**src/rtl/bsp_pkg.sv**
```systemverilog
// Shared types and codes of the buffered serial port flow control core.
package bsp_pkg;

   localparam logic [2:0] MODE_PUT     = 3'd0;
   localparam logic [2:0] MODE_GET     = 3'd1;
   localparam logic [2:0] MODE_LINE_RX = 3'd2;
   localparam logic [2:0] MODE_TX_UDRE = 3'd3;
   localparam logic [2:0] MODE_TX_DONE = 3'd4;
   localparam logic [2:0] MODE_TX_EN   = 3'd5;
   localparam logic [2:0] MODE_FLUSH   = 3'd6;

   localparam logic [1:0] STATUS_OK      = 2'd0;
   localparam logic [1:0] STATUS_RX_EMPTY = 2'd1;
   localparam logic [1:0] STATUS_TX_FULL = 2'd2;
   localparam logic [1:0] STATUS_DROPPED = 2'd3;

   localparam logic [1:0] DIR_UNSET = 2'd0;
   localparam logic [1:0] DIR_OFF   = 2'd1;
   localparam logic [1:0] DIR_ON    = 2'd2;

   localparam int unsigned CSR_HALF_DUPLEX = 0;

   typedef struct packed {
      logic [2:0] mode;
      logic [7:0] data_byte;
      logic       line_error;
      logic       clear_to_send;
      logic       enable_value;
   } bsp_item_type;

   typedef struct packed {
      logic [7:0] read_byte;
      logic [1:0] status;
      logic       line_send_valid;
      logic [7:0] line_send_byte;
      logic       request_to_send;
      logic       transmitter_on;
      logic       receiver_on;
      logic [6:0] rx_fill;
      logic [6:0] tx_fill;
   } bsp_rsp_type;

endpackage

```
**src/rtl/buffered_serial_port_flow_control_core.sv**
```systemverilog
// Top level of the buffered serial port flow control core.
//
// One event beat enters on the req_ channel (valid/stall) and produces exactly
// one result beat on the rsp_ channel. The event is chosen by req_mode: host
// put, get, transmitter enable or flush, a received line byte, a transmit
// register empty tick or a transmit complete tick.
// Both FIFOs live in registered-read memories addressed by their head and
// tail pointers. An accepted beat reads the FIFO heads at acceptance and is
// held in the item register; it is processed once the read data are
// registered and the result register is free, and its result is then
// registered. A new beat is not accepted until the last one is processed.
// While the result register holds an untaken beat, the next beat may still
// be accepted; it waits in the process stage until rsp_stall falls.
// Reset (synchronous, active high) empties both FIFOs, clears the flow
// control flags and leaves the directions unset; the FIFO memories are not
// cleared, as no entry is read before it is written.
// half_duplex is written through the APB-style port at byte address 0; the
// user changes it only while the block is idle, the block does not enforce it.
module buffered_serial_port_flow_control_core
   import bsp_pkg::*;
#(
   parameter int unsigned RX_DEPTH = 64,
   parameter int unsigned TX_DEPTH = 64
) (
   input  logic        clock,
   input  logic        reset,
   input  logic        psel,
   input  logic        penable,
   input  logic        pwrite,
   input  logic [2:0]  paddr,
   input  logic [31:0] pwdata,
   output logic [31:0] prdata,
   output logic        pready,
   input  logic        req_valid,
   output logic        req_stall,
   input  logic [2:0]  req_mode,
   input  logic [7:0]  req_data_byte,
   input  logic        req_line_error,
   input  logic        req_clear_to_send,
   input  logic        req_enable_value,
   output logic        rsp_valid,
   input  logic        rsp_stall,
   output logic [7:0]  rsp_read_byte,
   output logic [1:0]  rsp_status,
   output logic        rsp_line_send_valid,
   output logic [7:0]  rsp_line_send_byte,
   output logic        rsp_request_to_send,
   output logic        rsp_transmitter_on,
   output logic        rsp_receiver_on,
   output logic [6:0]  rsp_rx_fill,
   output logic [6:0]  rsp_tx_fill
);

   localparam int unsigned RAW = $clog2(RX_DEPTH);
   localparam int unsigned TAW = $clog2(TX_DEPTH);

   logic           half_duplex_ff, half_duplex_in;
   logic           csr_write;
   logic           csr_sel_hd;
   bsp_item_type   item;
   bsp_rsp_type    rsp_beat;
   logic           rx_we, tx_we;
   logic [RAW-1:0] rx_waddr, rx_raddr;
   logic [TAW-1:0] tx_waddr, tx_raddr;
   logic [7:0]     rx_wdata, rx_rdata, tx_wdata, tx_rdata;

   assign pready     = 1'b1;
   assign csr_sel_hd = (32'(paddr[2]) == CSR_HALF_DUPLEX) && (paddr[1:0] == 2'b00);
   assign csr_write  = psel && penable && pwrite && pready;
   assign half_duplex_in = (csr_write && csr_sel_hd) ? pwdata[0] : half_duplex_ff;
   assign prdata     = csr_sel_hd ? {31'b0, half_duplex_ff} : '0;

   always_ff @(posedge clock) begin
      if (reset) begin
         half_duplex_ff <= 1'b0;
      end else begin
         half_duplex_ff <= half_duplex_in;
      end
   end

   assign item.mode          = req_mode;
   assign item.data_byte     = req_data_byte;
   assign item.line_error    = req_line_error;
   assign item.clear_to_send = req_clear_to_send;
   assign item.enable_value  = req_enable_value;

   bsp_ram #(.DEPTH(RX_DEPTH), .AW(RAW)) u_rx_ram (
      .clock (clock),
      .we    (rx_we),
      .waddr (rx_waddr),
      .wdata (rx_wdata),
      .raddr (rx_raddr),
      .rdata (rx_rdata)
   );

   bsp_ram #(.DEPTH(TX_DEPTH), .AW(TAW)) u_tx_ram (
      .clock (clock),
      .we    (tx_we),
      .waddr (tx_waddr),
      .wdata (tx_wdata),
      .raddr (tx_raddr),
      .rdata (tx_rdata)
   );

   bsp_engine #(
      .RX_DEPTH (RX_DEPTH),
      .TX_DEPTH (TX_DEPTH),
      .RAW      (RAW),
      .TAW      (TAW)
   ) u_engine (
      .clock       (clock),
      .reset       (reset),
      .half_duplex (half_duplex_ff),
      .req_valid   (req_valid),
      .req_stall   (req_stall),
      .req_item    (item),
      .rsp_valid   (rsp_valid),
      .rsp_stall   (rsp_stall),
      .rsp_beat    (rsp_beat),
      .rx_we       (rx_we),
      .rx_waddr    (rx_waddr),
      .rx_wdata    (rx_wdata),
      .rx_raddr    (rx_raddr),
      .rx_rdata    (rx_rdata),
      .tx_we       (tx_we),
      .tx_waddr    (tx_waddr),
      .tx_wdata    (tx_wdata),
      .tx_raddr    (tx_raddr),
      .tx_rdata    (tx_rdata)
   );

   assign rsp_read_byte       = rsp_beat.read_byte;
   assign rsp_status          = rsp_beat.status;
   assign rsp_line_send_valid = rsp_beat.line_send_valid;
   assign rsp_line_send_byte  = rsp_beat.line_send_byte;
   assign rsp_request_to_send = rsp_beat.request_to_send;
   assign rsp_transmitter_on  = rsp_beat.transmitter_on;
   assign rsp_receiver_on     = rsp_beat.receiver_on;
   assign rsp_rx_fill         = rsp_beat.rx_fill;
   assign rsp_tx_fill         = rsp_beat.tx_fill;

endmodule

```
**src/rtl/bsp_ram.sv**
```systemverilog
// Single-port-write, registered-read byte memory for one FIFO.
module bsp_ram #(
   parameter int unsigned DEPTH = 64,
   parameter int unsigned AW    = 6
) (
   input  logic          clock,
   input  logic          we,
   input  logic [AW-1:0] waddr,
   input  logic [7:0]    wdata,
   input  logic [AW-1:0] raddr,
   output logic [7:0]    rdata
);

   logic [7:0] mem [DEPTH];
   logic [7:0] rdata_ff;

   always_ff @(posedge clock) begin
      if (we) begin
         mem[waddr] <= wdata;
      end
      rdata_ff <= mem[raddr];
   end

   assign rdata = rdata_ff;

endmodule

```
**src/rtl/bsp_engine.sv**
```systemverilog
// Event sequencer: FIFO pointers, flow control flags and the result register.
module bsp_engine
   import bsp_pkg::*;
#(
   parameter int unsigned RX_DEPTH = 64,
   parameter int unsigned TX_DEPTH = 64,
   parameter int unsigned RAW      = 6,
   parameter int unsigned TAW      = 6
) (
   input  logic           clock,
   input  logic           reset,
   input  logic           half_duplex,
   input  logic           req_valid,
   output logic           req_stall,
   input  bsp_item_type   req_item,
   output logic           rsp_valid,
   input  logic           rsp_stall,
   output bsp_rsp_type    rsp_beat,
   output logic           rx_we,
   output logic [RAW-1:0] rx_waddr,
   output logic [7:0]     rx_wdata,
   output logic [RAW-1:0] rx_raddr,
   input  logic [7:0]     rx_rdata,
   output logic           tx_we,
   output logic [TAW-1:0] tx_waddr,
   output logic [7:0]     tx_wdata,
   output logic [TAW-1:0] tx_raddr,
   input  logic [7:0]     tx_rdata
);

   localparam int unsigned RCW = $clog2(RX_DEPTH + 1);
   localparam int unsigned TCW = $clog2(TX_DEPTH + 1);
   localparam logic [RAW-1:0] RX_LAST = RAW'(RX_DEPTH - 1);
   localparam logic [TAW-1:0] TX_LAST = TAW'(TX_DEPTH - 1);
   localparam logic [RCW-1:0] RX_FULL = RCW'(RX_DEPTH);
   localparam logic [TCW-1:0] TX_FULL = TCW'(TX_DEPTH);

   logic           busy_ff, busy_in;
   bsp_item_type   item_ff;
   logic           rsp_valid_ff, rsp_valid_in;
   bsp_rsp_type    rsp_ff, rsp_in;
   logic [RAW-1:0] rx_head_ff, rx_head_in, rx_tail_ff, rx_tail_in;
   logic [RCW-1:0] rx_count_ff, rx_count_in;
   logic [TAW-1:0] tx_head_ff, tx_head_in, tx_tail_ff, tx_tail_in;
   logic [TCW-1:0] tx_count_ff, tx_count_in;
   logic           rx_stopped_ff, rx_stopped_in;
   logic [1:0]     tx_state_ff, tx_state_in, rx_state_ff, rx_state_in;
   logic           en_udre_ff, en_udre_in, en_txc_ff, en_txc_in;

   logic           accept, process;
   logic           set_req, set_on;
   logic           rx_open, rx_push, tx_push;
   logic [1:0]     want;

   assign accept    = req_valid && !busy_ff;
   assign process   = busy_ff && (!rsp_valid_ff || !rsp_stall);
   assign req_stall = busy_ff;
   assign rsp_valid = rsp_valid_ff;
   assign rsp_beat  = rsp_ff;

   assign rx_raddr = rx_head_ff;
   assign tx_raddr = tx_head_ff;
   assign rx_waddr = rx_tail_ff;
   assign tx_waddr = tx_tail_ff;
   assign rx_wdata = item_ff.data_byte;
   assign tx_wdata = item_ff.data_byte;
   assign rx_we    = process && rx_push;
   assign tx_we    = process && tx_push;

   assign rx_open = (rx_state_ff != DIR_OFF) && !rx_stopped_ff && (rx_count_ff < RX_FULL);

   always_comb begin
      rx_head_in    = rx_head_ff;
      rx_tail_in    = rx_tail_ff;
      rx_count_in   = rx_count_ff;
      tx_head_in    = tx_head_ff;
      tx_tail_in    = tx_tail_ff;
      tx_count_in   = tx_count_ff;
      rx_stopped_in = rx_stopped_ff;
      tx_state_in   = tx_state_ff;
      rx_state_in   = rx_state_ff;
      en_udre_in    = en_udre_ff;
      en_txc_in     = en_txc_ff;
      set_req       = 1'b0;
      set_on        = 1'b0;
      rx_push       = 1'b0;
      tx_push       = 1'b0;
      want          = DIR_OFF;
      rsp_in        = '0;
      unique case (item_ff.mode)
         MODE_PUT: begin
            if (tx_count_ff >= TX_FULL) begin
               rsp_in.status = STATUS_TX_FULL;
            end else begin
               tx_push     = 1'b1;
               tx_tail_in  = (tx_tail_ff == TX_LAST) ? '0 : tx_tail_ff + 1'b1;
               tx_count_in = tx_count_ff + 1'b1;
               set_req     = 1'b1;
               set_on      = 1'b1;
            end
         end
         MODE_GET: begin
            if (rx_count_ff == '0) begin
               rx_stopped_in = 1'b0;
               rsp_in.status = STATUS_RX_EMPTY;
            end else begin
               rsp_in.read_byte = rx_rdata;
               rx_head_in  = (rx_head_ff == RX_LAST) ? '0 : rx_head_ff + 1'b1;
               rx_count_in = rx_count_ff - 1'b1;
            end
         end
         MODE_LINE_RX: begin
            if (item_ff.line_error || !rx_open) begin
               rsp_in.status = STATUS_DROPPED;
            end else begin
               rx_push     = 1'b1;
               rx_tail_in  = (rx_tail_ff == RX_LAST) ? '0 : rx_tail_ff + 1'b1;
               rx_count_in = rx_count_ff + 1'b1;
               if (rx_count_in >= RX_FULL) begin
                  rx_stopped_in = 1'b1;
               end
            end
         end
         MODE_TX_UDRE: begin
            if (en_udre_ff) begin
               if (tx_count_ff == '0) begin
                  en_udre_in = 1'b0;
                  en_txc_in  = 1'b1;
               end else if (item_ff.clear_to_send) begin
                  rsp_in.line_send_valid = 1'b1;
                  rsp_in.line_send_byte  = tx_rdata;
                  tx_head_in  = (tx_head_ff == TX_LAST) ? '0 : tx_head_ff + 1'b1;
                  tx_count_in = tx_count_ff - 1'b1;
               end
            end
         end
         MODE_TX_DONE: begin
            if (en_txc_ff) begin
               if (tx_count_ff == '0) begin
                  set_req = 1'b1;
               end else begin
                  en_txc_in  = 1'b0;
                  en_udre_in = 1'b1;
               end
            end
         end
         MODE_TX_EN: begin
            set_req = 1'b1;
            set_on  = item_ff.enable_value;
         end
         MODE_FLUSH: begin
            rx_head_in  = '0;
            rx_tail_in  = '0;
            rx_count_in = '0;
            tx_head_in  = '0;
            tx_tail_in  = '0;
            tx_count_in = '0;
         end
         default: begin
         end
      endcase
      want = set_on ? DIR_ON : DIR_OFF;
      if (set_req && (tx_state_ff != want)) begin
         en_udre_in  = set_on;
         en_txc_in   = 1'b0;
         tx_state_in = want;
         if (half_duplex) begin
            rx_state_in = set_on ? DIR_OFF : DIR_ON;
         end
      end
      rsp_in.request_to_send = !rx_stopped_in;
      rsp_in.transmitter_on  = (tx_state_in == DIR_ON);
      rsp_in.receiver_on     = (rx_state_in != DIR_OFF) && !rx_stopped_in;
      rsp_in.rx_fill         = 7'(rx_count_in);
      rsp_in.tx_fill         = 7'(tx_count_in);
   end

   always_comb begin
      busy_in = busy_ff;
      if (accept) begin
         busy_in = 1'b1;
      end else if (process) begin
         busy_in = 1'b0;
      end
      rsp_valid_in = rsp_valid_ff;
      if (process) begin
         rsp_valid_in = 1'b1;
      end else if (!rsp_stall) begin
         rsp_valid_in = 1'b0;
      end
   end

   always_ff @(posedge clock) begin
      if (reset) begin
         busy_ff       <= 1'b0;
         rsp_valid_ff  <= 1'b0;
         rx_head_ff    <= '0;
         rx_tail_ff    <= '0;
         rx_count_ff   <= '0;
         tx_head_ff    <= '0;
         tx_tail_ff    <= '0;
         tx_count_ff   <= '0;
         rx_stopped_ff <= 1'b0;
         tx_state_ff   <= DIR_UNSET;
         rx_state_ff   <= DIR_UNSET;
         en_udre_ff    <= 1'b0;
         en_txc_ff     <= 1'b0;
      end else begin
         busy_ff      <= busy_in;
         rsp_valid_ff <= rsp_valid_in;
         if (process) begin
            rx_head_ff    <= rx_head_in;
            rx_tail_ff    <= rx_tail_in;
            rx_count_ff   <= rx_count_in;
            tx_head_ff    <= tx_head_in;
            tx_tail_ff    <= tx_tail_in;
            tx_count_ff   <= tx_count_in;
            rx_stopped_ff <= rx_stopped_in;
            tx_state_ff   <= tx_state_in;
            rx_state_ff   <= rx_state_in;
            en_udre_ff    <= en_udre_in;
            en_txc_ff     <= en_txc_in;
         end
      end
   end

   always_ff @(posedge clock) begin
      if (accept) begin
         item_ff <= req_item;
      end
      if (process) begin
         rsp_ff <= rsp_in;
      end
   end

   a_rx_count_bound: assert property (@(posedge clock) disable iff (reset)
      rx_count_ff <= RX_FULL) else $error("rx count beyond depth");

   a_tx_count_bound: assert property (@(posedge clock) disable iff (reset)
      tx_count_ff <= TX_FULL) else $error("tx count beyond depth");

   a_full_stops_rx: assert property (@(posedge clock) disable iff (reset)
      (rx_count_ff == RX_FULL) |-> rx_stopped_ff) else $error("full rx fifo not stopped");

   a_process_result: assert property (@(posedge clock) disable iff (reset)
      process |=> (rsp_valid_ff && !busy_ff)) else $error("processed beat lost");

endmodule
```
**config.mk**
```make
export PLATFORM = sky130hd
export DESIGN_NAME = buffered_serial_port_flow_control_core
export DESIGN_NICKNAME = d
export VERILOG_FILES = /design/src/rtl/bsp_pkg.sv /design/src/rtl/buffered_serial_port_flow_control_core.sv /design/src/rtl/bsp_ram.sv /design/src/rtl/bsp_engine.sv
export SDC_FILE = /design/constraint.sdc
export NUM_CORES = 1
export LEC_CHECK = 0
export ABC_CLOCK_PERIOD_IN_PS = 3500
export BUFFER_PORTS_ARGS = -buffer_cell sky130_fd_sc_hd__buf_2
export CAP_MARGIN = 40
export CORE_ASPECT_RATIO = 0.7
export CORE_MARGIN = 2
export CORE_UTILIZATION = 53
export CTS_CLUSTER_DIAMETER = 30
export DETAILED_ROUTE_END_ITERATION = 16
export PLACE_DENSITY = 0.75
export SETUP_SLACK_MARGIN = 0.5
export SYNTH_ARGS = -nofsm -noshare
export SYNTH_HDL_FRONTEND = slang
export SYNTH_SLANG_ARGS = --single-unit
```
**constraint.sdc**
```tcl
create_clock -name clock -period 3.5 [get_ports clock]
set_clock_uncertainty 0.15 [all_clocks]
set_input_delay 0.35 -clock clock [delete_from_list [all_inputs] [get_ports clock]]
set_output_delay 0.35 -clock clock [all_outputs]
set_load 0.02 [all_outputs]
```
==> impl_metrics.csv <==
group,metric,value,unit
final_layout,fin_util,63.29,%
final_layout,multi_input_area,0.01061,mm^2
power_and_ir_drop,leakage,17.13,nW
worst_setup_path,end_kind,"flip-flop",
power_and_ir_drop,powerDensity,591.5,mW/mm^2
synthesis,syn_area_per_cell,18.82,um^2
worst_setup_path,crit_top_cell,"buf_4",
final_layout,layout_commonest_cell,"edfxtp_1",
timing,fin_tns_setup,0,ps
global_route,track_usage,25.58,%
drt,first_iter_violations,3725,
synthesis,ys_types,82,
final_layout,finalNonFillerCells,3963,
global_route,grt_pass1_wl,161.5,mm
final_layout,mostFrequentLayoutCells,"edfxtp_1, mux4_2, buf_4",
clock_tree,cts_buffer_depth,3,
power_and_ir_drop,ir_drop,0.0004494,V
final_layout,regArea,0.03355,mm^2
synthesis,syn_inst,2386,
worst_setup_path,cp_max_fo,15,
synthesis,synthFlopType,"edfxtp_1",
synthesis,synth_edf_count,1074,
final_layout,fillCellCount,5581,
worst_setup_path,r2r-start,"u_engine.item_ff[13]$_DFFE_PP_",
drt,wl_per_cell,27.74,um
clock_tree,clk_pin_slew,50,ps
floorplan,dieArea,0.08710,mm^2
drt,drtPass1Iterations,6,
clock_tree,root_buffer,"clkbuf_16",
timing,fin_hold_ws,182.6,ps
job,cap_violations,0,
timing,rsz0062_at_grt,"yes",
timing,worst_slew_pin_slew,864.4,ps
worst_setup_path,cp.required,3780,ps
placed_design,placed_cells,3652,
timing,finalSetupViolCount,0,
global_route,grt_pass1_vias,24800,
run_status,status,"completed",
global_route,grt-ovfl-total,0,
floorplan,core_area,0.08407,mm^2
min_path,hold_class,"in -> reg",
clock_tree,tritoncts,"yes",
timing,fmax,0.3299,GHz
worst_setup_path,max_stage_delay,550,ps
min_path,hold_start,"req_data_byte[5]",
timing,slew_headroom,40.88,%
min_path,whs_path_depth,2,
worst_setup_path,crit_type,"reg -> reg",
worst_setup_path,ff2ff_setup_slack,470,ps
clock_tree,htree_levels,4,
clock_tree,cts_sinks,1138,
synthesis,ys_seq_area_share,74.68,%
worst_setup_path,start_kind,"flip-flop",
placed_design,place_congestion,0.9273,
final_layout,area_delta_synth_final,18.50,%
drt,vias,25040,
synthesis,yosysWarningCount,0,
final_layout,final_area,0.05321,mm^2
worst_setup_path,reg2reg_depth,6,
worst_setup_path,crit_chain,"buf_4 -> or4_4 -> nor3_1 -> nand2_2 -> nor2_1 -> buf_4",
worst_setup_path,r2r_end,"u_tx_ram.mem[26][0]$_DFFE_PP_",
timing,finalMaxSlewViolations,0,
placed_design,hpwl,65.23,mm
timing,fin_crit,3031,ps
final_layout,layout-drive-gt1-share,29.56,%
timing,hold_viol_final,0,
worst_setup_path,cp.arrival,3310,ps
final_layout,fin_nets,2758,
placed_design,portBuffers,63,
global_route,grt_antenna_before_repair,0,
synthesis,async_flop_share,0,%
global_route,grt_max_degree,129,
min_path,min_to,"u_engine.rx_wdata[5]$_DFFE_PP_",
timing,finalCritPeriodShare,86.60,%
floorplan,initial_core_util,53.41,%
floorplan,fp-row-count,89,
clock_tree,insertion_delay,750,ps
drt,drc_errors,0,
worst_setup_path,cp_slowest_cell,"edfxtp_1",
floorplan,die_x,351.9,um
floorplan,ios,127,
drt,viasPerCell,6.317,
clock_tree,cts_buffers,153,
floorplan,die_height,247.5,um
drt,wl,109.9,mm
placed_design,dpl_cell_area,0.04768,mm^2
drt,ant_nets,0,
synthesis,yosys_register_bits,1138,
synthesis,synth_area,0.04490,mm^2
==> state kept, by name, summed over array words and instances (netlist names), named ones only <==
name,flops
u_engine.rx_waddr,6
u_engine.rx_state_ff,2
u_engine.rx_wdata,8
u_engine.en_udre_ff,1
u_engine.item_ff,6
u_rx_ram.rdata,8
u_engine.tx_raddr,6
u_engine.rx_raddr,6
u_engine.tx_waddr,6
u_rx_ram.mem,512
u_engine.tx_count_ff,7
u_engine.tx_state_ff,2
u_tx_ram.mem,512
u_engine.rsp_beat,36
u_engine.req_stall,1
u_tx_ram.rdata,8
u_engine.rx_count_ff,7
half_duplex_ff,1
u_engine.rsp_valid,1
u_engine.en_txc_ff,1
==> per-stage QoR <==
stage               power, mW  setup WS, ps
global route            32.26         335.9
global placement        16.08         381.3
detailed placement      16.12         291.7
finish                  31.47         468.9
floorplan               15.82         645.1
CTS                     31.63         459.3
==> timing repair <==
item                       4_1_cts  5_1_grt
hold buffers                    20        0
resized for setup                5       12
setup endpoints to repair      117      335
hold endpoints to repair        18        0
setup buffers                    0        4
==> cell usage after synthesis, drive strengths merged (6+ instances only) <==
master | instances | area share [%]
and3 | 11 | 0.15
nor2b | 23 | 0.32
mux4 | 251 | 13
a311oi | 6 | 0.12
a22oi | 84 | 1.4
nor3b | 7 | 0.12
o21ai | 45 | 0.51
and4 | 9 | 0.18
or4 | 6 | 0.11
nor4 | 6 | 0.098
ha | 8 | 0.22
buf | 100 | 1.3
o22ai | 7 | 0.098
or3b | 7 | 0.14
a31oi | 14 | 0.20
nor2 | 190 | 1.6
mux2i | 16 | 0.36
and2 | 29 | 0.40
clkbuf | 71 | 0.59
a221oi | 7 | 0.14
nor3 | 20 | 0.27
nand3b | 11 | 0.18
edfxtp | 1074 | 72
a21oi | 60 | 0.69
inv | 15 | 0.13
nand2 | 66 | 0.57
dfxtp | 64 | 2.9
or3 | 10 | 0.14
a2111oi | 6 | 0.12
a211oi | 13 | 0.22
nand2b | 10 | 0.14
nand3 | 63 | 0.70
==> report_power, final <==
part           internal, mW  switching, mW  leakage, nW
sequential             15.0         0.0610         10.2
clock                  9.54           6.06         2.55
combinational         0.260          0.585         4.38
==> metal layers <==
metal  share of wire (%)  GRT usage [%]  vias to the layer above
li1                    -              -                    10350
met1                  41          38.29                    12880
met2                  45          37.28                     1587
met3                  12          6.318                      219
met4                 2.2          8.371                        0
met5                   0              0                        -
==> final cells by class <==
class | count | area share (%)
clock inverter | 109 | 2.100
multi-input combinational | 1090 | 19.94
tap | 1137 | 2.674
inverter | 17 | 0.1199
timing repair buffer | 294 | 4.390
clock buffer | 177 | 7.722
antenna | 1 | 0.004703
sequential | 1138 | 63.05
==> worst max path at each step <==
| stage | from | endpoint |
|---|---|---|
| 2_1_floorplan | u_engine.req_stall$_SDFFE_PP0P_ | u_engine.rsp_beat[0]$_DFFE_PP_ |
| 3_3_place_gp | u_engine.item_ff[13]$_DFFE_PP_ | u_rx_ram.mem[52][4]$_DFFE_PP_ |
| 3_5_place_dp | u_engine.item_ff[11]$_DFFE_PP_ | u_rx_ram.mem[28][7]$_DFFE_PP_ |
| 4_1_cts | u_engine.item_ff[13]$_DFFE_PP_ | u_tx_ram.mem[26][0]$_DFFE_PP_ |
| 5_1_grt | u_engine.item_ff[12]$_DFFE_PP_ | u_rx_ram.mem[34][2]$_DFFE_PP_ |
| 6_report | u_engine.item_ff[13]$_DFFE_PP_ | u_tx_ram.mem[26][0]$_DFFE_PP_ |
==> critical path: cells and delay by family, from the launching register on <==
family | cells | cell delay (ps)
buffers and inverters | 2 | 470
DFF | 1 | 550
and+or+nand+nor | 4 | 1550
==> cells by family after synthesis <==
kind of cell	share of synthesized area, %
DFF	74.68
and+or+nand+nor	5.384
muxes	13.02
xor gates and xnor gates	0.07802
AOI/OAI and AO/OA	4.520
adders and majority gates	0.2229
buffers and inverters	2.076
other	0.01673
Note: power is estimated with default switching activity, not from simulation.
